File: src/rtl/core/source_text_lexer_defines.svh
// assertion macros shared by the lexer rtl
`ifndef SOURCE_TEXT_LEXER_DEFINES_SVH
`define SOURCE_TEXT_LEXER_DEFINES_SVH

`ifndef SYNTHESIS
// plain property checked on every clock edge out of reset
`define STL_ASSERT(name, clk, rst_n, prop) \
  name: assert property (@(posedge clk) disable iff (!rst_n) (prop)) \
    else $error("stl assertion failed");
// same-cycle implication
`define STL_ASSERT_IMP(name, clk, rst_n, ante, cons) \
  name: assert property (@(posedge clk) disable iff (!rst_n) (ante) |-> (cons)) \
    else $error("stl implication failed");
// next-cycle implication
`define STL_ASSERT_NEXT(name, clk, rst_n, ante, cons) \
  name: assert property (@(posedge clk) disable iff (!rst_n) (ante) |=> (cons)) \
    else $error("stl next-cycle implication failed");
`else
`define STL_ASSERT(name, clk, rst_n, prop)
`define STL_ASSERT_IMP(name, clk, rst_n, ante, cons)
`define STL_ASSERT_NEXT(name, clk, rst_n, ante, cons)
`endif

`endif

File: src/rtl/core/stl_pkg.sv
// shared types and constants of the source text lexer
`default_nettype none

package stl_pkg;

  // token kinds
  localparam logic [2:0] KIND_INT   = 3'd0;
  localparam logic [2:0] KIND_NAME  = 3'd1;
  localparam logic [2:0] KIND_STR   = 3'd2;
  localparam logic [2:0] KIND_PUNCT = 3'd3;
  localparam logic [2:0] KIND_EOF   = 3'd4;
  localparam logic [2:0] KIND_ERR   = 3'd5;

  // error codes
  localparam logic [2:0] ERR_ESC_END    = 3'd0;
  localparam logic [2:0] ERR_BAD_ESC    = 3'd1;
  localparam logic [2:0] ERR_UNTERM     = 3'd2;
  localparam logic [2:0] ERR_NAME_LONG  = 3'd3;
  localparam logic [2:0] ERR_UNEXPECTED = 3'd4;
  localparam logic [2:0] ERR_STR_LONG   = 3'd5;

  // characters with a meaning of their own
  localparam logic [7:0] CH_TAB    = 8'h09;
  localparam logic [7:0] CH_LF     = 8'h0A;
  localparam logic [7:0] CH_CR     = 8'h0D;
  localparam logic [7:0] CH_SPACE  = 8'h20;
  localparam logic [7:0] CH_QUOTE  = 8'h22;
  localparam logic [7:0] CH_HASH   = 8'h23;
  localparam logic [7:0] CH_BSLASH = 8'h5C;
  localparam logic [7:0] CH_USCORE = 8'h5F;
  localparam logic [7:0] CH_LOW_N  = 8'h6E;
  localparam logic [7:0] CH_LOW_T  = 8'h74;

  localparam int unsigned IntW = 31;

  // byte classification flags
  typedef struct packed {
    logic alpha;
    logic digit;
    logic punct;
    logic space;
    logic lf;
    logic hash;
    logic quote;
    logic bslash;
  } class_t;

endpackage

`default_nettype wire

File: src/rtl/core/stl_if.sv
// valid/ready channel interfaces for source bytes and token results
`default_nettype none

interface stl_in_if;
  logic       valid;
  logic       ready;
  logic [7:0] byte_in;
  logic       end_of_text;

  modport source (output valid, output byte_in, output end_of_text, input ready);
  modport sink (input valid, input byte_in, input end_of_text, output ready);
endinterface

interface stl_out_if #(
  parameter int unsigned LINE_BITS = 20,
  parameter int unsigned COL_BITS  = 16
);
  logic                 valid;
  logic                 ready;
  logic [2:0]           token_kind;
  logic                 has_char;
  logic [7:0]           char_out;
  logic [30:0]          int_value;
  logic [LINE_BITS-1:0] tok_line;
  logic [COL_BITS-1:0]  tok_col;
  logic [2:0]           err_code;
  logic                 tok_last;

  modport source (
    output valid, output token_kind, output has_char, output char_out,
    output int_value, output tok_line, output tok_col, output err_code,
    output tok_last, input ready
  );
  modport sink (
    input valid, input token_kind, input has_char, input char_out,
    input int_value, input tok_line, input tok_col, input err_code,
    input tok_last, output ready
  );
endinterface

`default_nettype wire

File: src/rtl/core/stl_class.sv
// byte classifier: character sets of the lexer
`default_nettype none

module stl_class
  import stl_pkg::*;
(
  input  logic [7:0] byte_i,
  output class_t     cls_o
);

  always_comb begin
    cls_o        = '0;
    cls_o.alpha  = (byte_i inside {[8'h61:8'h7A], [8'h41:8'h5A]}) || (byte_i == CH_USCORE);
    cls_o.digit  = byte_i inside {[8'h30:8'h39]};
    cls_o.space  = (byte_i == CH_SPACE) || (byte_i == CH_TAB) || (byte_i == CH_CR);
    cls_o.lf     = byte_i == CH_LF;
    cls_o.hash   = byte_i == CH_HASH;
    cls_o.quote  = byte_i == CH_QUOTE;
    cls_o.bslash = byte_i == CH_BSLASH;
    // ( ) { } [ ] $ , . : ? \ !
    case (byte_i) inside
      8'h28, 8'h29, 8'h7B, 8'h7D, 8'h5B, 8'h5D, 8'h24, 8'h2C, 8'h2E, 8'h3A, 8'h3F,
      8'h5C, 8'h21: cls_o.punct = 1'b1;
      default:      cls_o.punct = 1'b0;
    endcase
  end

endmodule

`default_nettype wire

File: src/rtl/core/stl_res_fifo.sv
// small result queue taking up to two entries a cycle and giving one while the reader is ready
`default_nettype none

`include "source_text_lexer_defines.svh"

module stl_res_fifo #(
  parameter int unsigned DATA_W = 8
) (
  input  logic              clk_i,
  input  logic              rst_ni,
  input  logic [1:0]        push_cnt_i,
  input  logic [DATA_W-1:0] data0_i,
  input  logic [DATA_W-1:0] data1_i,
  output logic              room_o,
  output logic              out_valid_o,
  input  logic              out_ready_i,
  output logic [DATA_W-1:0] out_data_o
);

  localparam int unsigned Depth = 4;
  localparam int unsigned PtrW  = $clog2(Depth);
  localparam int unsigned CntW  = $clog2(Depth + 1);

  logic [DATA_W-1:0] mem_q [Depth];
  logic [PtrW-1:0]   wptr_q, wptr_d, rptr_q, rptr_d;
  logic [CntW-1:0]   cnt_q, cnt_d;
  logic              pop;

  assign out_valid_o = cnt_q != '0;
  assign out_data_o  = mem_q[rptr_q];
  assign pop         = out_valid_o && out_ready_i;
  // room for a full pair, decided on the registered fill only
  assign room_o      = cnt_q <= CntW'(Depth - 2);

  assign wptr_d = wptr_q + PtrW'(push_cnt_i);
  assign rptr_d = rptr_q + PtrW'(pop);
  assign cnt_d  = cnt_q + CntW'(push_cnt_i) - CntW'(pop);

  always_ff @(posedge clk_i) begin
    if (push_cnt_i != 2'd0) begin
      mem_q[wptr_q] <= data0_i;
    end
    if (push_cnt_i == 2'd2) begin
      mem_q[wptr_q + PtrW'(1)] <= data1_i;
    end
  end

  always_ff @(posedge clk_i or negedge rst_ni) begin
    if (!rst_ni) begin
      wptr_q <= '0;
      rptr_q <= '0;
      cnt_q  <= '0;
    end else begin
      wptr_q <= wptr_d;
      rptr_q <= rptr_d;
      cnt_q  <= cnt_d;
    end
  end

  `STL_ASSERT(a_fill_bound, clk_i, rst_ni, cnt_q <= CntW'(Depth))
  `STL_ASSERT(a_push_code, clk_i, rst_ni, push_cnt_i != 2'd3)
  `STL_ASSERT_IMP(a_push_room, clk_i, rst_ni, push_cnt_i != 2'd0, room_o)

endmodule

`default_nettype wire

File: src/rtl/core/stl_core.sv
// lexer state, per-byte step logic and result queue
`default_nettype none

`include "source_text_lexer_defines.svh"

module stl_core
  import stl_pkg::*;
#(
  parameter int unsigned MAX_NAME_LEN   = 255,
  parameter int unsigned MAX_STRING_LEN = 4095,
  parameter int unsigned LINE_BITS      = 20,
  parameter int unsigned COL_BITS       = 16
) (
  input  logic       clk_i,
  input  logic       rst_ni,
  input  logic       item_valid_i,
  input  logic [7:0] byte_i,
  input  logic       eot_i,
  input  class_t     cls_i,
  output logic       take_o,
  stl_out_if.source  out_o
);

  localparam int unsigned MaxLen = (MAX_NAME_LEN > MAX_STRING_LEN) ? MAX_NAME_LEN
                                                                   : MAX_STRING_LEN;
  localparam int unsigned LenW   = $clog2(MaxLen + 1);
  localparam logic [LenW-1:0] NameMax = LenW'(MAX_NAME_LEN);
  localparam logic [LenW-1:0] StrMax  = LenW'(MAX_STRING_LEN);

  typedef enum logic [2:0] {
    MODE_IDLE    = 3'd0,
    MODE_COMMENT = 3'd1,
    MODE_NAME    = 3'd2,
    MODE_INT     = 3'd3,
    MODE_STR     = 3'd4,
    MODE_ESC     = 3'd5,
    MODE_ERR     = 3'd6
  } mode_e;

  typedef struct packed {
    logic [2:0]           kind;
    logic                 has_char;
    logic [7:0]           ch;
    logic [IntW-1:0]      ival;
    logic [LINE_BITS-1:0] line;
    logic [COL_BITS-1:0]  col;
    logic [2:0]           err;
    logic                 last;
  } item_t;

  localparam int unsigned ItemW = $bits(item_t);

  function automatic item_t mk_item(logic [2:0] kind, logic has, logic [7:0] ch,
                                    logic [IntW-1:0] ival, logic [LINE_BITS-1:0] line,
                                    logic [COL_BITS-1:0] col, logic [2:0] err,
                                    logic last);
    item_t it;
    it.kind     = kind;
    it.has_char = has;
    it.ch       = ch;
    it.ival     = ival;
    it.line     = line;
    it.col      = col;
    it.err      = err;
    it.last     = last;
    return it;
  endfunction

  mode_e                mode_q, mode_d;
  logic [LINE_BITS-1:0] cur_line_q, cur_line_d, start_line_q, start_line_d;
  logic [COL_BITS-1:0]  cur_col_q, cur_col_d, start_col_q, start_col_d;
  logic [IntW-1:0]      acc_q, acc_d;
  logic [LenW-1:0]      len_q, len_d;
  logic [2:0]           err_code_q, err_code_d;
  logic [LINE_BITS-1:0] err_line_q, err_line_d;
  logic [COL_BITS-1:0]  err_col_q, err_col_d;

  item_t      it0, it1, head;
  logic       v0, v1;
  logic [1:0] push_cnt;
  logic       room;
  logic       fifo_valid;
  logic [ItemW-1:0] fifo_dout;

  // idle-mode outcome of the current byte
  mode_e           id_mode;
  logic            id_nl, id_start, id_item_v, id_err, id_len_set, id_acc_set;
  item_t           id_item;
  logic [LenW-1:0] id_len;

  logic [IntW+3:0] acc_x10;
  logic [IntW-1:0] acc_next;
  logic            esc_ok;
  logic [7:0]      esc_ch;
  logic            apply_idle, str_push, pos_upd, newline;
  logic [7:0]      str_ch;
  logic [LINE_BITS-1:0] line_inc;
  logic [COL_BITS-1:0]  col_inc;

  assign take_o = item_valid_i && room;

  // accumulate times ten by shifts, saturating to 31 bits
  assign acc_x10  = ({4'd0, acc_q} << 3) + ({4'd0, acc_q} << 1) + (IntW + 4)'(byte_i[3:0]);
  assign acc_next = (|acc_x10[IntW+3:IntW]) ? '1 : acc_x10[IntW-1:0];

  assign line_inc = (cur_line_q == '1) ? cur_line_q : cur_line_q + LINE_BITS'(1);
  assign col_inc  = (cur_col_q == '1) ? cur_col_q : cur_col_q + COL_BITS'(1);

  always_comb begin
    esc_ok = 1'b1;
    case (byte_i)
      CH_LOW_N: esc_ch = CH_LF;
      CH_LOW_T: esc_ch = CH_TAB;
      CH_BSLASH, CH_QUOTE: esc_ch = byte_i;
      default: begin
        esc_ch = byte_i;
        esc_ok = 1'b0;
      end
    endcase
  end

  always_comb begin
    id_mode    = MODE_IDLE;
    id_nl      = 1'b0;
    id_start   = 1'b0;
    id_item_v  = 1'b0;
    id_item    = '0;
    id_err     = 1'b0;
    id_len_set = 1'b0;
    id_len     = '0;
    id_acc_set = 1'b0;
    if (cls_i.lf) begin
      id_nl = 1'b1;
    end else if (cls_i.space) begin
      id_mode = MODE_IDLE;
    end else if (cls_i.hash) begin
      id_mode = MODE_COMMENT;
    end else begin
      id_start = 1'b1;
      if (cls_i.quote) begin
        id_mode    = MODE_STR;
        id_len_set = 1'b1;
      end else if (cls_i.alpha) begin
        id_mode    = MODE_NAME;
        id_len_set = 1'b1;
        id_len     = LenW'(1);
        id_item_v  = 1'b1;
        id_item    = mk_item(KIND_NAME, 1'b1, byte_i, '0, cur_line_q, cur_col_q, '0, 1'b0);
      end else if (cls_i.digit) begin
        id_mode    = MODE_INT;
        id_acc_set = 1'b1;
      end else if (cls_i.punct) begin
        id_item_v = 1'b1;
        id_item   = mk_item(KIND_PUNCT, 1'b1, byte_i, '0, cur_line_q, cur_col_q, '0, 1'b1);
      end else begin
        id_mode   = MODE_ERR;
        id_err    = 1'b1;
        id_item_v = 1'b1;
        id_item   = mk_item(KIND_ERR, 1'b0, '0, '0, cur_line_q, cur_col_q,
                            ERR_UNEXPECTED, 1'b1);
      end
    end
  end

  always_comb begin
    mode_d       = mode_q;
    cur_line_d   = cur_line_q;
    cur_col_d    = cur_col_q;
    start_line_d = start_line_q;
    start_col_d  = start_col_q;
    acc_d        = acc_q;
    len_d        = len_q;
    err_code_d   = err_code_q;
    err_line_d   = err_line_q;
    err_col_d    = err_col_q;
    it0          = '0;
    it1          = '0;
    v0           = 1'b0;
    v1           = 1'b0;
    apply_idle   = 1'b0;
    str_push     = 1'b0;
    str_ch       = byte_i;
    pos_upd      = 1'b0;
    newline      = 1'b0;

    if (mode_q == MODE_ERR) begin
      v0  = 1'b1;
      it0 = mk_item(KIND_ERR, 1'b0, '0, '0, err_line_q, err_col_q, err_code_q, 1'b1);
    end else if (eot_i) begin
      unique case (mode_q)
        MODE_NAME: begin
          v0  = 1'b1;
          it0 = mk_item(KIND_NAME, 1'b0, '0, '0, start_line_q, start_col_q, '0, 1'b1);
        end
        MODE_INT: begin
          v0  = 1'b1;
          it0 = mk_item(KIND_INT, 1'b0, '0, acc_q, start_line_q, start_col_q, '0, 1'b1);
        end
        MODE_STR, MODE_ESC: begin
          v0         = 1'b1;
          err_code_d = (mode_q == MODE_STR) ? ERR_UNTERM : ERR_ESC_END;
          err_line_d = start_line_q;
          err_col_d  = start_col_q;
          mode_d     = MODE_ERR;
          it0        = mk_item(KIND_ERR, 1'b0, '0, '0, start_line_q, start_col_q,
                               err_code_d, 1'b1);
        end
        default: begin
          v0 = 1'b0;
        end
      endcase
      if (mode_d != MODE_ERR) begin
        // end of file comes after any flushed token
        if (v0) begin
          v1  = 1'b1;
          it1 = mk_item(KIND_EOF, 1'b0, '0, '0, cur_line_q, COL_BITS'(1), '0, 1'b1);
        end else begin
          v0  = 1'b1;
          it0 = mk_item(KIND_EOF, 1'b0, '0, '0, cur_line_q, COL_BITS'(1), '0, 1'b1);
        end
        mode_d     = MODE_IDLE;
        cur_line_d = LINE_BITS'(1);
        cur_col_d  = COL_BITS'(1);
        acc_d      = '0;
        len_d      = '0;
      end
    end else begin
      pos_upd = 1'b1;
      unique case (mode_q)
        MODE_COMMENT: begin
          apply_idle = cls_i.lf;
        end
        MODE_NAME: begin
          if (cls_i.alpha || cls_i.digit) begin
            if (len_q >= NameMax) begin
              v0         = 1'b1;
              mode_d     = MODE_ERR;
              err_code_d = ERR_NAME_LONG;
              err_line_d = start_line_q;
              err_col_d  = start_col_q;
              it0        = mk_item(KIND_ERR, 1'b0, '0, '0, start_line_q, start_col_q,
                                   ERR_NAME_LONG, 1'b1);
            end else begin
              v0    = 1'b1;
              len_d = len_q + LenW'(1);
              it0   = mk_item(KIND_NAME, 1'b1, byte_i, '0, start_line_q, start_col_q,
                              '0, 1'b0);
            end
          end else begin
            v0         = 1'b1;
            it0        = mk_item(KIND_NAME, 1'b0, '0, '0, start_line_q, start_col_q,
                                 '0, 1'b1);
            apply_idle = 1'b1;
          end
        end
        MODE_INT: begin
          if (cls_i.digit) begin
            acc_d = acc_next;
          end else begin
            v0         = 1'b1;
            it0        = mk_item(KIND_INT, 1'b0, '0, acc_q, start_line_q, start_col_q,
                                 '0, 1'b1);
            apply_idle = 1'b1;
          end
        end
        MODE_STR: begin
          if (cls_i.quote) begin
            v0     = 1'b1;
            it0    = mk_item(KIND_STR, 1'b0, '0, '0, start_line_q, start_col_q, '0, 1'b1);
            mode_d = MODE_IDLE;
          end else if (cls_i.bslash) begin
            mode_d = MODE_ESC;
          end else begin
            str_push = 1'b1;
          end
        end
        MODE_ESC: begin
          if (esc_ok) begin
            str_push = 1'b1;
            str_ch   = esc_ch;
          end else begin
            v0         = 1'b1;
            mode_d     = MODE_ERR;
            err_code_d = ERR_BAD_ESC;
            err_line_d = start_line_q;
            err_col_d  = start_col_q;
            it0        = mk_item(KIND_ERR, 1'b0, '0, '0, start_line_q, start_col_q,
                                 ERR_BAD_ESC, 1'b1);
          end
        end
        default: begin
          apply_idle = 1'b1;
        end
      endcase
    end

    if (str_push) begin
      v0 = 1'b1;
      if (len_q >= StrMax) begin
        mode_d     = MODE_ERR;
        err_code_d = ERR_STR_LONG;
        err_line_d = start_line_q;
        err_col_d  = start_col_q;
        it0        = mk_item(KIND_ERR, 1'b0, '0, '0, start_line_q, start_col_q,
                             ERR_STR_LONG, 1'b1);
      end else begin
        mode_d = MODE_STR;
        len_d  = len_q + LenW'(1);
        it0    = mk_item(KIND_STR, 1'b1, str_ch, '0, start_line_q, start_col_q, '0, 1'b0);
      end
    end

    if (apply_idle) begin
      mode_d  = id_mode;
      newline = id_nl;
      if (id_start) begin
        start_line_d = cur_line_q;
        start_col_d  = cur_col_q;
      end
      if (id_len_set) begin
        len_d = id_len;
      end
      if (id_acc_set) begin
        acc_d = IntW'(byte_i[3:0]);
      end
      if (id_err) begin
        err_code_d = ERR_UNEXPECTED;
        err_line_d = cur_line_q;
        err_col_d  = cur_col_q;
      end
      // a closing item already in the first slot goes out first
      if (id_item_v) begin
        if (v0) begin
          v1  = 1'b1;
          it1 = id_item;
        end else begin
          v0  = 1'b1;
          it0 = id_item;
        end
      end
    end

    if (pos_upd) begin
      if (newline) begin
        cur_line_d = line_inc;
        cur_col_d  = COL_BITS'(1);
      end else begin
        cur_col_d = col_inc;
      end
    end
  end

  assign push_cnt = take_o ? ({1'b0, v0} + {1'b0, v1}) : 2'd0;

  always_ff @(posedge clk_i or negedge rst_ni) begin
    if (!rst_ni) begin
      mode_q       <= MODE_IDLE;
      cur_line_q   <= LINE_BITS'(1);
      cur_col_q    <= COL_BITS'(1);
      start_line_q <= LINE_BITS'(1);
      start_col_q  <= COL_BITS'(1);
      acc_q        <= '0;
      len_q        <= '0;
      err_code_q   <= '0;
      err_line_q   <= '0;
      err_col_q    <= '0;
    end else if (take_o) begin
      mode_q       <= mode_d;
      cur_line_q   <= cur_line_d;
      cur_col_q    <= cur_col_d;
      start_line_q <= start_line_d;
      start_col_q  <= start_col_d;
      acc_q        <= acc_d;
      len_q        <= len_d;
      err_code_q   <= err_code_d;
      err_line_q   <= err_line_d;
      err_col_q    <= err_col_d;
    end
  end

  stl_res_fifo #(
    .DATA_W (ItemW)
  ) u_res_fifo (
    .clk_i       (clk_i),
    .rst_ni      (rst_ni),
    .push_cnt_i  (push_cnt),
    .data0_i     (it0),
    .data1_i     (it1),
    .room_o      (room),
    .out_valid_o (fifo_valid),
    .out_ready_i (out_o.ready),
    .out_data_o  (fifo_dout)
  );

  assign head             = fifo_dout;
  assign out_o.valid      = fifo_valid;
  assign out_o.token_kind = head.kind;
  assign out_o.has_char   = head.has_char;
  assign out_o.char_out   = head.ch;
  assign out_o.int_value  = head.ival;
  assign out_o.tok_line   = head.line;
  assign out_o.tok_col    = head.col;
  assign out_o.err_code   = head.err;
  assign out_o.tok_last   = head.last;

  `STL_ASSERT_NEXT(a_err_sticky, clk_i, rst_ni, mode_q == MODE_ERR, mode_q == MODE_ERR)
  `STL_ASSERT_IMP(a_err_single, clk_i, rst_ni, take_o && (mode_q == MODE_ERR),
                  (push_cnt == 2'd1) && (it0.kind == KIND_ERR))
  `STL_ASSERT(a_pos_nonzero, clk_i, rst_ni, (cur_line_q != '0) && (cur_col_q != '0))

endmodule

`default_nettype wire

File: src/rtl/core/source_text_lexer.sv
// source text lexer top level: input register, classifier and lexer core
//
// in_i carries one source byte, or an end-of-text marker, per transaction;
// out_o carries one token result per transaction. A byte gives up to two
// results: a closing item for a pending token, then its own item. Name and
// string characters come out one per result as they arrive, followed by a
// closing result; integers come out as one result when ended by a non-digit
// or end of text. After any error every transaction returns the same error
// result until reset. Throughput: one byte per cycle while the result queue
// has room for a pair; a byte that gives two results writes both at once.
// The byte is held in the input register while the step logic writes its
// results into the result queue, from whose head the output port offers
// them one at a time.
// A four-entry result queue separates the two sides; input is held off only
// when fewer than two entries are free, so a stalled receiver backs up the
// input once more than two results wait. Reset clears the lexer state to idle at
// line 1, column 1 and empties the queue; no clearing pass is needed.
`default_nettype none

module source_text_lexer
  import stl_pkg::*;
#(
  parameter int unsigned MAX_NAME_LEN   = 255,
  parameter int unsigned MAX_STRING_LEN = 4095,
  parameter int unsigned LINE_BITS      = 20,
  parameter int unsigned COL_BITS       = 16
) (
  input  logic      clk_i,
  input  logic      rst_ni,
  stl_in_if.sink    in_i,
  stl_out_if.source out_o
);

  logic       in_vld_q;
  logic [7:0] in_byte_q;
  logic       in_eot_q;
  logic       take;
  class_t     cls;

  assign in_i.ready = !in_vld_q || take;

  always_ff @(posedge clk_i or negedge rst_ni) begin
    if (!rst_ni) begin
      in_vld_q <= 1'b0;
    end else if (in_i.ready) begin
      in_vld_q <= in_i.valid;
    end
  end

  always_ff @(posedge clk_i) begin
    if (in_i.valid && in_i.ready) begin
      in_byte_q <= in_i.byte_in;
      in_eot_q  <= in_i.end_of_text;
    end
  end

  stl_class u_class (
    .byte_i (in_byte_q),
    .cls_o  (cls)
  );

  stl_core #(
    .MAX_NAME_LEN   (MAX_NAME_LEN),
    .MAX_STRING_LEN (MAX_STRING_LEN),
    .LINE_BITS      (LINE_BITS),
    .COL_BITS       (COL_BITS)
  ) u_core (
    .clk_i        (clk_i),
    .rst_ni       (rst_ni),
    .item_valid_i (in_vld_q),
    .byte_i       (in_byte_q),
    .eot_i        (in_eot_q),
    .cls_i        (cls),
    .take_o       (take),
    .out_o        (out_o)
  );

endmodule

`default_nettype wire
File: src/flat_wrapper.sv
// flat-port wrapper written by rule: the top's interface ports become plain ports
module source_text_lexer_flat import stl_pkg::*;
#(
  parameter int unsigned MAX_NAME_LEN   = 255,
  parameter int unsigned MAX_STRING_LEN = 4095,
  parameter int unsigned LINE_BITS      = 20,
  parameter int unsigned COL_BITS       = 16
)
  (clk_i, rst_ni, in_i_valid, in_i_byte_in, in_i_end_of_text, in_i_ready, out_o_valid, out_o_token_kind, out_o_has_char, out_o_char_out, out_o_int_value, out_o_tok_line, out_o_tok_col, out_o_err_code, out_o_tok_last, out_o_ready);
  stl_in_if in_i_i ();
  stl_out_if #(.LINE_BITS(LINE_BITS), .COL_BITS(COL_BITS)) out_o_i ();
  input  logic clk_i;
  input  logic rst_ni;
  input wire logic [$bits(in_i_i.valid)-1:0] in_i_valid;
  input wire logic [$bits(in_i_i.byte_in)-1:0] in_i_byte_in;
  input wire logic [$bits(in_i_i.end_of_text)-1:0] in_i_end_of_text;
  output wire logic [$bits(in_i_i.ready)-1:0] in_i_ready;
  output wire logic [$bits(out_o_i.valid)-1:0] out_o_valid;
  output wire logic [$bits(out_o_i.token_kind)-1:0] out_o_token_kind;
  output wire logic [$bits(out_o_i.has_char)-1:0] out_o_has_char;
  output wire logic [$bits(out_o_i.char_out)-1:0] out_o_char_out;
  output wire logic [$bits(out_o_i.int_value)-1:0] out_o_int_value;
  output wire logic [$bits(out_o_i.tok_line)-1:0] out_o_tok_line;
  output wire logic [$bits(out_o_i.tok_col)-1:0] out_o_tok_col;
  output wire logic [$bits(out_o_i.err_code)-1:0] out_o_err_code;
  output wire logic [$bits(out_o_i.tok_last)-1:0] out_o_tok_last;
  input wire logic [$bits(out_o_i.ready)-1:0] out_o_ready;
  assign in_i_i.valid = in_i_valid;
  assign in_i_i.byte_in = in_i_byte_in;
  assign in_i_i.end_of_text = in_i_end_of_text;
  assign in_i_ready = in_i_i.ready;
  assign out_o_valid = out_o_i.valid;
  assign out_o_token_kind = out_o_i.token_kind;
  assign out_o_has_char = out_o_i.has_char;
  assign out_o_char_out = out_o_i.char_out;
  assign out_o_int_value = out_o_i.int_value;
  assign out_o_tok_line = out_o_i.tok_line;
  assign out_o_tok_col = out_o_i.tok_col;
  assign out_o_err_code = out_o_i.err_code;
  assign out_o_tok_last = out_o_i.tok_last;
  assign out_o_i.ready = out_o_ready;
  source_text_lexer #(.MAX_NAME_LEN(MAX_NAME_LEN), .MAX_STRING_LEN(MAX_STRING_LEN), .LINE_BITS(LINE_BITS), .COL_BITS(COL_BITS)) u_core (.clk_i(clk_i), .rst_ni(rst_ni), .in_i(in_i_i), .out_o(out_o_i));
endmodule
File: config.mk
export PLATFORM = sky130hd
export DESIGN_NAME = source_text_lexer_flat
export DESIGN_NICKNAME = d
export VERILOG_FILES = /design/src/rtl/core/stl_pkg.sv /design/src/rtl/core/stl_if.sv /design/src/rtl/core/stl_class.sv /design/src/rtl/core/stl_res_fifo.sv /design/src/rtl/core/stl_core.sv /design/src/rtl/core/source_text_lexer.sv /design/src/flat_wrapper.sv
export VERILOG_INCLUDE_DIRS = /design/src /design/src/rtl/core
export SDC_FILE = /design/constraint.sdc
export NUM_CORES = 1
export LEC_CHECK = 0
export ABC_AREA = 1
export BUFFER_PORTS_ARGS = -buffer_cell sky130_fd_sc_hd__clkbuf_2
export CAP_MARGIN = 30
export CORE_MARGIN = 2
export CORE_UTILIZATION = 40
export DETAILED_ROUTE_END_ITERATION = 10
export GPL_TIMING_DRIVEN = 0
export PLACE_DENSITY_LB_ADDON = 0.1
export SLEW_MARGIN = 20
export SYNTH_ARGS = -nofsm -noshare
export SYNTH_HDL_FRONTEND = slang
export SYNTH_HIERARCHICAL = 1
export SYNTH_SLANG_ARGS = --single-unit
File: constraint.sdc
create_clock -name clk_i -period 5.4 [get_ports clk_i]
set_clock_uncertainty 0.15 [all_clocks]
set_input_delay 0.81 -clock clk_i [delete_from_list [all_inputs] [get_ports clk_i]]
set_output_delay 0.81 -clock clk_i [all_outputs]
set_load 0.02 [all_outputs]
==> results.json, run 1 <==
{
  "track_usage_pct": 27.6,
  "clkTransAtPathRegs_ns": 0.06,
  "drive_above_1_share_pct": 10.2,
  "synth_area_sq_mm": 0.0328,
  "cp.depth": 17,
  "synth_edf_count": 341,
  "synth_top_area_share_pct": 31.2,
  "worst_pin_slew_ns": 1.07,
  "crit_type": "register to register",
  "cts_num_sinks": 506,
  "num_antenna_cells": 0,
  "grt_pass1_vias": 29234,
  "cts_tree": "yes",
  "critPathBufInv": 8,
  "yosys_warnings": 6,
  "grt_max_degree": 81,
  "ff2ff_path_depth": 17,
  "total_power_mw": 21.7,
  "crit_end": "u_core/u_core/u_res_fifo/mem_q[0][54]",
  "synthToLayoutAreaGrowth_pct": 13.4,
  "max_freq_mhz": 200,
  "min_period_ns": 4.99,
  "die_w_microns": 290,
  "syn_area_per_cell_sq_um": 7.39,
  "ys_seq_area_share_pct": 43.9,
  "die_height_microns": 290,
  "status": "finished clean",
  "num_vias": 31201,
  "p_leak_nw": 15.4,
  "crit_path_max_incr_delay_ns": 0.56,
  "nets": 4723,
  "cts_buffer_depth": 3,
  "slew_viol_final": 0,
  "synth_common_cells": "1,228 x nand2_1, 539 x o21ai_0, 452 x nor2_1",
  "via_per_inst": 5.43,
  "grt-ovfl-total": 0,
  "clkLatencyLatePin_ns": 0.65,
  "worst_ep_arrival_time_ns": 5.16,
  "timing.rr.start": "u_core/in_eot_q",
  "final_core_util_pct": 46.0,
  "htree_levels": 2,
  "dp_hpwl_mm": 86.4,
  "critPathRequiredTime_ns": 5.57,
  "antenna_found_initial": 1,
  "seq_area_sq_mm": 0.0144,
  "synth_most_common_cell": "nand2_1",
  "grt_pass1_wl_mm": 179,
  "r2r_setup_slack_ns": 0.41,
  "peakVddDrop_mv": 0.347,
  "maxCapViolCount": 0,
  "cp_slowest_cell": "clkinv_1",
  "relSlewSlack_pct": 27.9,
  "setup_violations": 0,
  "cts-root-buf": "clkbuf_16",
  "numCtsBuffers": 59,
  "synth_flop_cell": "edfxtp_1",
  "rr_endpoint": "u_core/u_core/u_res_fifo/mem_q[0][54]",
  "worstPathMaxFanout": 37,
  "yosysUniqueCellTypes": 54,
  "crit_top_cell": "inv_1",
  "antenna_left": 0,
  "fillCellCount": 8221,
  "avgRoutedWirePerCell_microns": 20.6,
  "crit_chain": "clkbuf_1 > clkinv_1 > nand2_4 > inv_4 > nand2_4 > nor2_1 > inv_1 > nor2_2 > nor2_1 > inv_1 > ha_1 > inv_1 > nor2_2 > inv_1 > nand4_2 > nand2_4 > buf_16",
  "dieArea_sq_mm": 0.0842,
  "drc": 0,
  "cp-end-kind": "register",
  "fp-row-count": 104,
  "startpoint": "u_core/in_eot_q",
  "cellPowerDensity_mw_per_mm2": 585,
  "gp_congestion": 0.932,
  "ioPinCount": 98,
  "rsz0062_at_grt": "no",
  "drt_iter0_drc": 3245,
  "cp_top_family": "simple AND/OR/NAND/NOR gates",
  "synth_top_cell_by_area": "edfxtp_1",
  "synthTopCellsByArea": "edfxtp_1 31%, nand2_1 14%, dfrtp_1 12%",
  "multi_input_area_sq_mm": 0.0157,
  "drt-total-wl_mm": 118,
  "async_reset_ff_share_pct": 32.6,
  "ys_ff_latch": 506,
  "min_path_type": "input pin to register",
  "coreArea_sq_mm": 0.0808,
  "critPathLaunchType": "register",
  "syn_inst": 4437,
  "first_pass_iters": 6,
  "hold_viol_final": 0,
  "post-route-period-util_pct": 92.4,
  "post_cts_buffers": 0,
  "portBuffers": 97,
  "start_util_pct": 40.6
}
[sequential cells by signal, summed over array words and instances, names as in the netlist, 2 cells and up]
name                             count
u_core/u_core/err_col_q             16
u_core/u_core/err_code_q             3
u_core/u_core/mode_q                 3
u_core/u_core/cur_line_q            20
u_core/u_core/u_res_fifo/wptr_q      2
u_core/u_core/err_line_q            20
u_core/u_core/acc_q                 31
u_core/u_core/u_res_fifo/rptr_q      2
u_core/in_byte_q                     8
u_core/u_core/start_line_q          20
u_core/u_core/len_q                 12
u_core/u_core/u_res_fifo/mem_q     332
u_core/u_core/start_col_q           16
u_core/u_core/cur_col_q             16
u_core/u_core/u_res_fifo/cnt_q       3
[power by group]
| part | switching, mW | total, mW | internal, mW |
|---|---|---|---|
| sequential | 0.470 | 6.32 | 5.85 |
| clock | 1.78 | 4.39 | 2.60 |
| combinational | 8.05 | 11.0 | 2.97 |
[per-stage QoR]
stage	setup TNS (ns)	instances	hold slack, ns	instance area, sq um	setup WS [ns]
6_report	0	5750	0.194	37100	0.412
4_1_cts	0	5748	0.164	37100	0.120
5_1_grt	0	5750	0.172	37100	0.0293
2_1_floorplan	0	4469	0.292	32900	0.0648
3_3_place_gp	-1035.50	5626	0.314	34700	-3.17
3_5_place_dp	-29.81	5639	0.316	35000	-0.285
[layout make-up]
| class | count | share of cell area [%] |
|---|---|---|
| clock buffers | 67 | 4.19 |
| plain buffers | 245 | 3.38 |
| flip-flops and latches | 506 | 38.7 |
| clock inverters | 45 | 1.49 |
| multi-input cells | 3279 | 42.2 |
| inverters | 435 | 4.42 |
| well taps | 1060 | 3.57 |
| repair buffers | 113 | 2.07 |
[cell families after synthesis]
| family | count (synthesis) | share of synthesized area, % |
|---|---|---|
| xor+xnor | 39 | 1.04 |
| buf+inv | 684 | 8.88 |
| simple gates | 2038 | 25.4 |
| other cells | 1 | 0.0114 |
| flops | 506 | 43.9 |
| fa+ha+maj | 71 | 2.78 |
| compound gates | 1098 | 18.1 |
[layer usage]
metal,global-route usage (%),vias to the layer above,wire [microns]
met4,7.51,2,2940
met3,4.93,173,10300
met1,40.8,14664,54700
met5,0,-,6
met2,41.3,1251,50500
li1,-,15111,-
[how the worst min path moves through the flow]
stage	startpoint	endpoint	cells past startpoint
2_1_floorplan	u_core/u_core/u_res_fifo/rptr_q[1]	u_core/u_core/u_res_fifo/rptr_q[1]	2
6_report	in_i_byte_in[1]	u_core/in_byte_q[1]	1
4_1_cts	in_i_byte_in[1]	u_core/in_byte_q[1]	1
5_1_grt	in_i_byte_in[1]	u_core/in_byte_q[1]	1
3_5_place_dp	u_core/u_core/u_res_fifo/rptr_q[1]	u_core/u_core/u_res_fifo/rptr_q[1]	2
3_3_place_gp	u_core/u_core/u_res_fifo/rptr_q[1]	u_core/u_core/u_res_fifo/rptr_q[1]	2
[layout by cell type (no fill, tap or decap), types with 13 or more instances in the layout]
cell type and n:
clkbuf_2 96, o22ai_1 13, o21ai_1 232, edfxtp_1 341
inv_1 408, nand2_2 16, o21ai_2 56, nand3_1 180
nand2_1 1224, o21ai_0 539, nor2_1 451, ha_1 68
xor2_1 23, clkbuf_16 60, buf_6 22, nand4_1 24
clkbuf_1 119, dfrtp_1 161, clkinv_2 19, nor2_2 14
and2_1 21, o211ai_1 42, nor3_1 64, a21oi_1 182
xnor2_1 16, inv_2 17, conb_1 33, buf_4 15
buf_2 95
[timing repair]
item                                    in CTS  in global routing
hold endpoints to repair                    17                  0
resized for setup                            0                  5
hold buffers                                 1                  0
endpoints found under the setup margin     215                349
Note: power is estimated with default switching activity, not from simulation.
==> inputs of run 2 (changes only) <==
Settings changed: ABC_AREA 1 to not set.
==> run 2 against run 1 <==
Compared with the run above:
- combinational power shrank 20%
- via count shrank 29%
- die area shrank 7.7%
- final cell count shrank 33%
- power shrank 12%
- maximum frequency shrank 3.9%
- non-clock buffer count shrank 28
- sequential share of layout area grew 2.2 points
- critical endpoint is now u_core/u_core/u_res_fifo/mem_q[0][35]
- largest cell class unchanged
- highest routed layer unchanged
==> results.json, run 2 <==
{
  "grt_pass1_vias": 22467,
  "yosys_warnings": 6,
  "cts_tree": "yes",
  "crit_end": "u_core/u_core/u_res_fifo/mem_q[0][35]",
  "synth_top_area_share_pct": 33.9,
  "rr_endpoint": "u_core/u_core/u_res_fifo/mem_q[0][35]",
  "antenna_found_initial": 3,
  "synth_area_sq_mm": 0.0302,
  "grt_max_degree": 79,
  "ys_seq_area_share_pct": 47.6,
  "synth_edf_count": 341,
  "synth_compound_area_share_pct": 13.0,
  "crit_type": "register to register",
  "portBuffers": 97,
  "largest_register_ffs": 332,
  "regMostFlops": "u_core/u_core/u_res_fifo/mem_q",
  "timing.rr.start": "u_core/in_byte_q[7]",
  "power_frac_seq_pct": 32.6,
  "clkTransAtPathRegs_ns": 0.06,
  "fp-row-count": 100,
  "die_w_microns": 279,
  "post-route-period-util_pct": 96.1,
  "reg_top3": "u_core/u_core/u_res_fifo/mem_q: 332 flops, u_core/u_core/acc_q: 31 flops",
  "worst_ep_arrival_time_ns": 5.41,
  "cts_num_sinks": 506,
  "grt-ovfl-total": 0,
  "num_vias": 22274,
  "track_usage_pct": 23.9,
  "startpoint": "u_core/in_byte_q[7]",
  "drt_iter0_drc": 2066,
  "cp-end-kind": "register",
  "nets": 2907,
  "synth_top_family_by_area": "multiplexers",
  "power.internal_mw": 11.7,
  "dp_hpwl_mm": 66.9,
  "max_freq_mhz": 193,
  "synthToLayoutAreaGrowth_pct": 16.4,
  "place_area_sq_mm": 0.0331,
  "r2r_setup_slack_ns": 0.21,
  "start_util_pct": 40.5,
  "drc": 0,
  "min_period_ns": 5.19,
  "gp_congestion": 0.917,
  "critPathLaunchType": "register",
  "worstPathMaxFanout": 11,
  "p_switching_mw": 7.40,
  "cellPowerDensity_mw_per_mm2": 543,
  "p_leak_nw": 14.0,
  "drt-total-wl_mm": 93.2,
  "relSlewSlack_pct": 33.5,
  "critPathRequiredTime_ns": 5.62,
  "power_frac_comb_pct": 46.4,
  "switching_share_pct": 38.8,
  "coreArea_sq_mm": 0.0746,
  "maxCapViolCount": 0,
  "final_core_util_pct": 47.2,
  "synth_flop_cell": "edfxtp_1",
  "syn_area_per_cell_sq_um": 12.1,
  "antenna_left": 0,
  "dieArea_sq_mm": 0.0778,
  "numCtsBuffers": 57,
  "grt_pass1_wl_mm": 141,
  "drive_above_1_share_pct": 29.4,
  "first_pass_iters": 7,
  "die_height_microns": 279,
  "cts_buffer_depth": 3,
  "stdcell_area_sq_mm": 0.0352,
  "final_common_cell": "edfxtp_1",
  "setup_violations": 0,
  "synthTopCellsByArea": "edfxtp_1 34%, dfrtp_1 13%, mux2_2 12%",
  "yosys.area_share.adder_pct": 3.01,
  "hold_viol_final": 0,
  "via_per_inst": 5.80,
  "layout_common_cells": "341 x edfxtp_1, 311 x mux2_2, 171 x nand2_1",
  "synth_top_cell_by_area": "edfxtp_1",
  "min_path_type": "input pin to register",
  "ys_ff_latch": 506,
  "synth_common_cells": "341 x edfxtp_1, 311 x mux2_2, 171 x nand2_1",
  "syn_inst": 2490,
  "status": "finished clean",
  "clkLatencyLatePin_ns": 0.62,
  "avgRoutedWirePerCell_microns": 24.3,
  "peakVddDrop_mv": 0.285,
  "cts-root-buf": "clkbuf_16",
  "clockPowerShare_pct": 21.1,
  "synth-simple-area-share_pct": 10.1,
  "muxShareOfSynthArea_pct": 21.4,
  "slew_viol_final": 0,
  "fillCellCount": 6789,
  "async_reset_ff_share_pct": 32.6,
  "ff2ff_path_depth": 15,
  "worst_pin_slew_ns": 0.997,
  "tns_ns": 0,
  "yosysUniqueCellTypes": 98,
  "ioPinCount": 98,
  "synth_most_common_cell": "edfxtp_1",
  "htree_levels": 2,
  "synth_xor_area_share_pct": 0.841
}
==> run 2: changes by cell type in the layout (fill, tap and decap cells not counted), moves of 83 or more <==
cell,change
nand2_1,-1053
o21ai_0,-389
inv_1,-352
nor2_1,-335
mux2_2,+311
o21ai_1,-222
nand3_1,-145
conb_1,+99
mux4_2,+83
==> run 2: how the worst min path moves through the flow <==
| stage | start | to | slack, ns | cells after the start |
|---|---|---|---|---|
| 2_1_floorplan | u_core/u_core/err_code_q[2] | u_core/u_core/err_code_q[2] | 0.32 | 2 |
| 3_3_place_gp | u_core/u_core/err_code_q[2] | u_core/u_core/err_code_q[2] | 0.34 | 2 |
| 3_5_place_dp | u_core/u_core/err_code_q[2] | u_core/u_core/err_code_q[2] | 0.37 | 2 |
| 4_1_cts | in_i_byte_in[0] | u_core/in_byte_q[0] | 0.20 | 1 |
| 5_1_grt | in_i_byte_in[7] | u_core/in_byte_q[7] | 0.22 | 1 |
| 6_report | in_i_byte_in[2] | u_core/in_byte_q[2] | 0.23 | 1 |
==> run 2: metal layers <==
metal	up-vias	share of wire, %	track usage, %
met4	2	2.7	6.71
met1	11242	45	33.9
met5	-	0.014	0
met2	725	46	37.5
met3	147	6.5	4.13
li1	10158	-	-
==> run 2: cell families (layout without fill, tap and decap cells) <==
| logic type | count (synthesis) | count (layout) |
|---|---|---|
| AO/OA/AOI/OAI | 575 | 575 |
| XOR/XNOR | 29 | 29 |
| adder cells (fa/ha/maj) | 71 | 71 |
| buffers and inverters | 244 | 493 |
| flip-flops | 506 | 506 |
| multiplexers | 467 | 467 |
| other | 1 | 135 |
| AND/OR/NAND/NOR | 597 | 597 |
==> run 2: critical path: stages, from the launching register on <==
cell	delay, ns
edfxtp_1	0.60
nand4b_1	0.36
o31ai_2	0.69
nor2b_1	0.21
o21ai_1	0.12
nand4_1	0.24
nor2_1	0.10
nand2_1	0.18
o21ai_4	0.10
buf_2	0.22
ha_1	0.29
and3_1	0.43
nand4b_1	0.19
buf_2	0.37
buf_4	0.31
mux2_2	0.37
==> run 2: power groups by stage <==
stage               combinational (mW)  sequential, mW  clock, mW
floorplan                         5.53            6.18          0
global placement                  8.12            6.39          0
detailed placement                8.73            6.31          0
CTS                               8.85            6.24       4.12
global route                      9.47            6.32       4.25
finish                            8.85            6.22       4.02
==> run 2: repair_timing <==
item | CTS | global route
hold buffers | 1 | 0
pin swaps | 3 | 1
setup buffers | 9 | 6
endpoints found under the setup margin | 665 | 589
hold endpoints to repair | 18 | 0
resized for setup | 6 | 3
cloned | 0 | 0
==> run 2: layout make-up <==
cell class | instances | area [sq um] | share of cell area [%]
clock buffers | 68 | 1500 | 4.26
plain buffers | 186 | 1030 | 2.93
flip-flops and latches | 506 | 14400 | 40.8
multi-input cells | 1871 | 15200 | 43.1
well taps | 969 | 1210 | 3.45
clock inverters | 38 | 410 | 1.17
repair buffers | 144 | 1280 | 3.63
diodes | 3 | 7.51 | 0.0213
inverters | 57 | 214 | 0.608
==> run 2: stage by stage <==
step | hold WS (ns) | instances | power, mW | setup slack, ns
4_1_cts | 0.202 | 3831 | 19.2 | 0.00259
5_1_grt | 0.216 | 3839 | 20.0 | -0.0297
2_1_floorplan | 0.315 | 2621 | 11.7 | -0.426
6_report | 0.229 | 3842 | 19.1 | 0.208
3_3_place_gp | 0.338 | 3687 | 14.5 | -4.16
3_5_place_dp | 0.367 | 3715 | 15.0 | -1.07
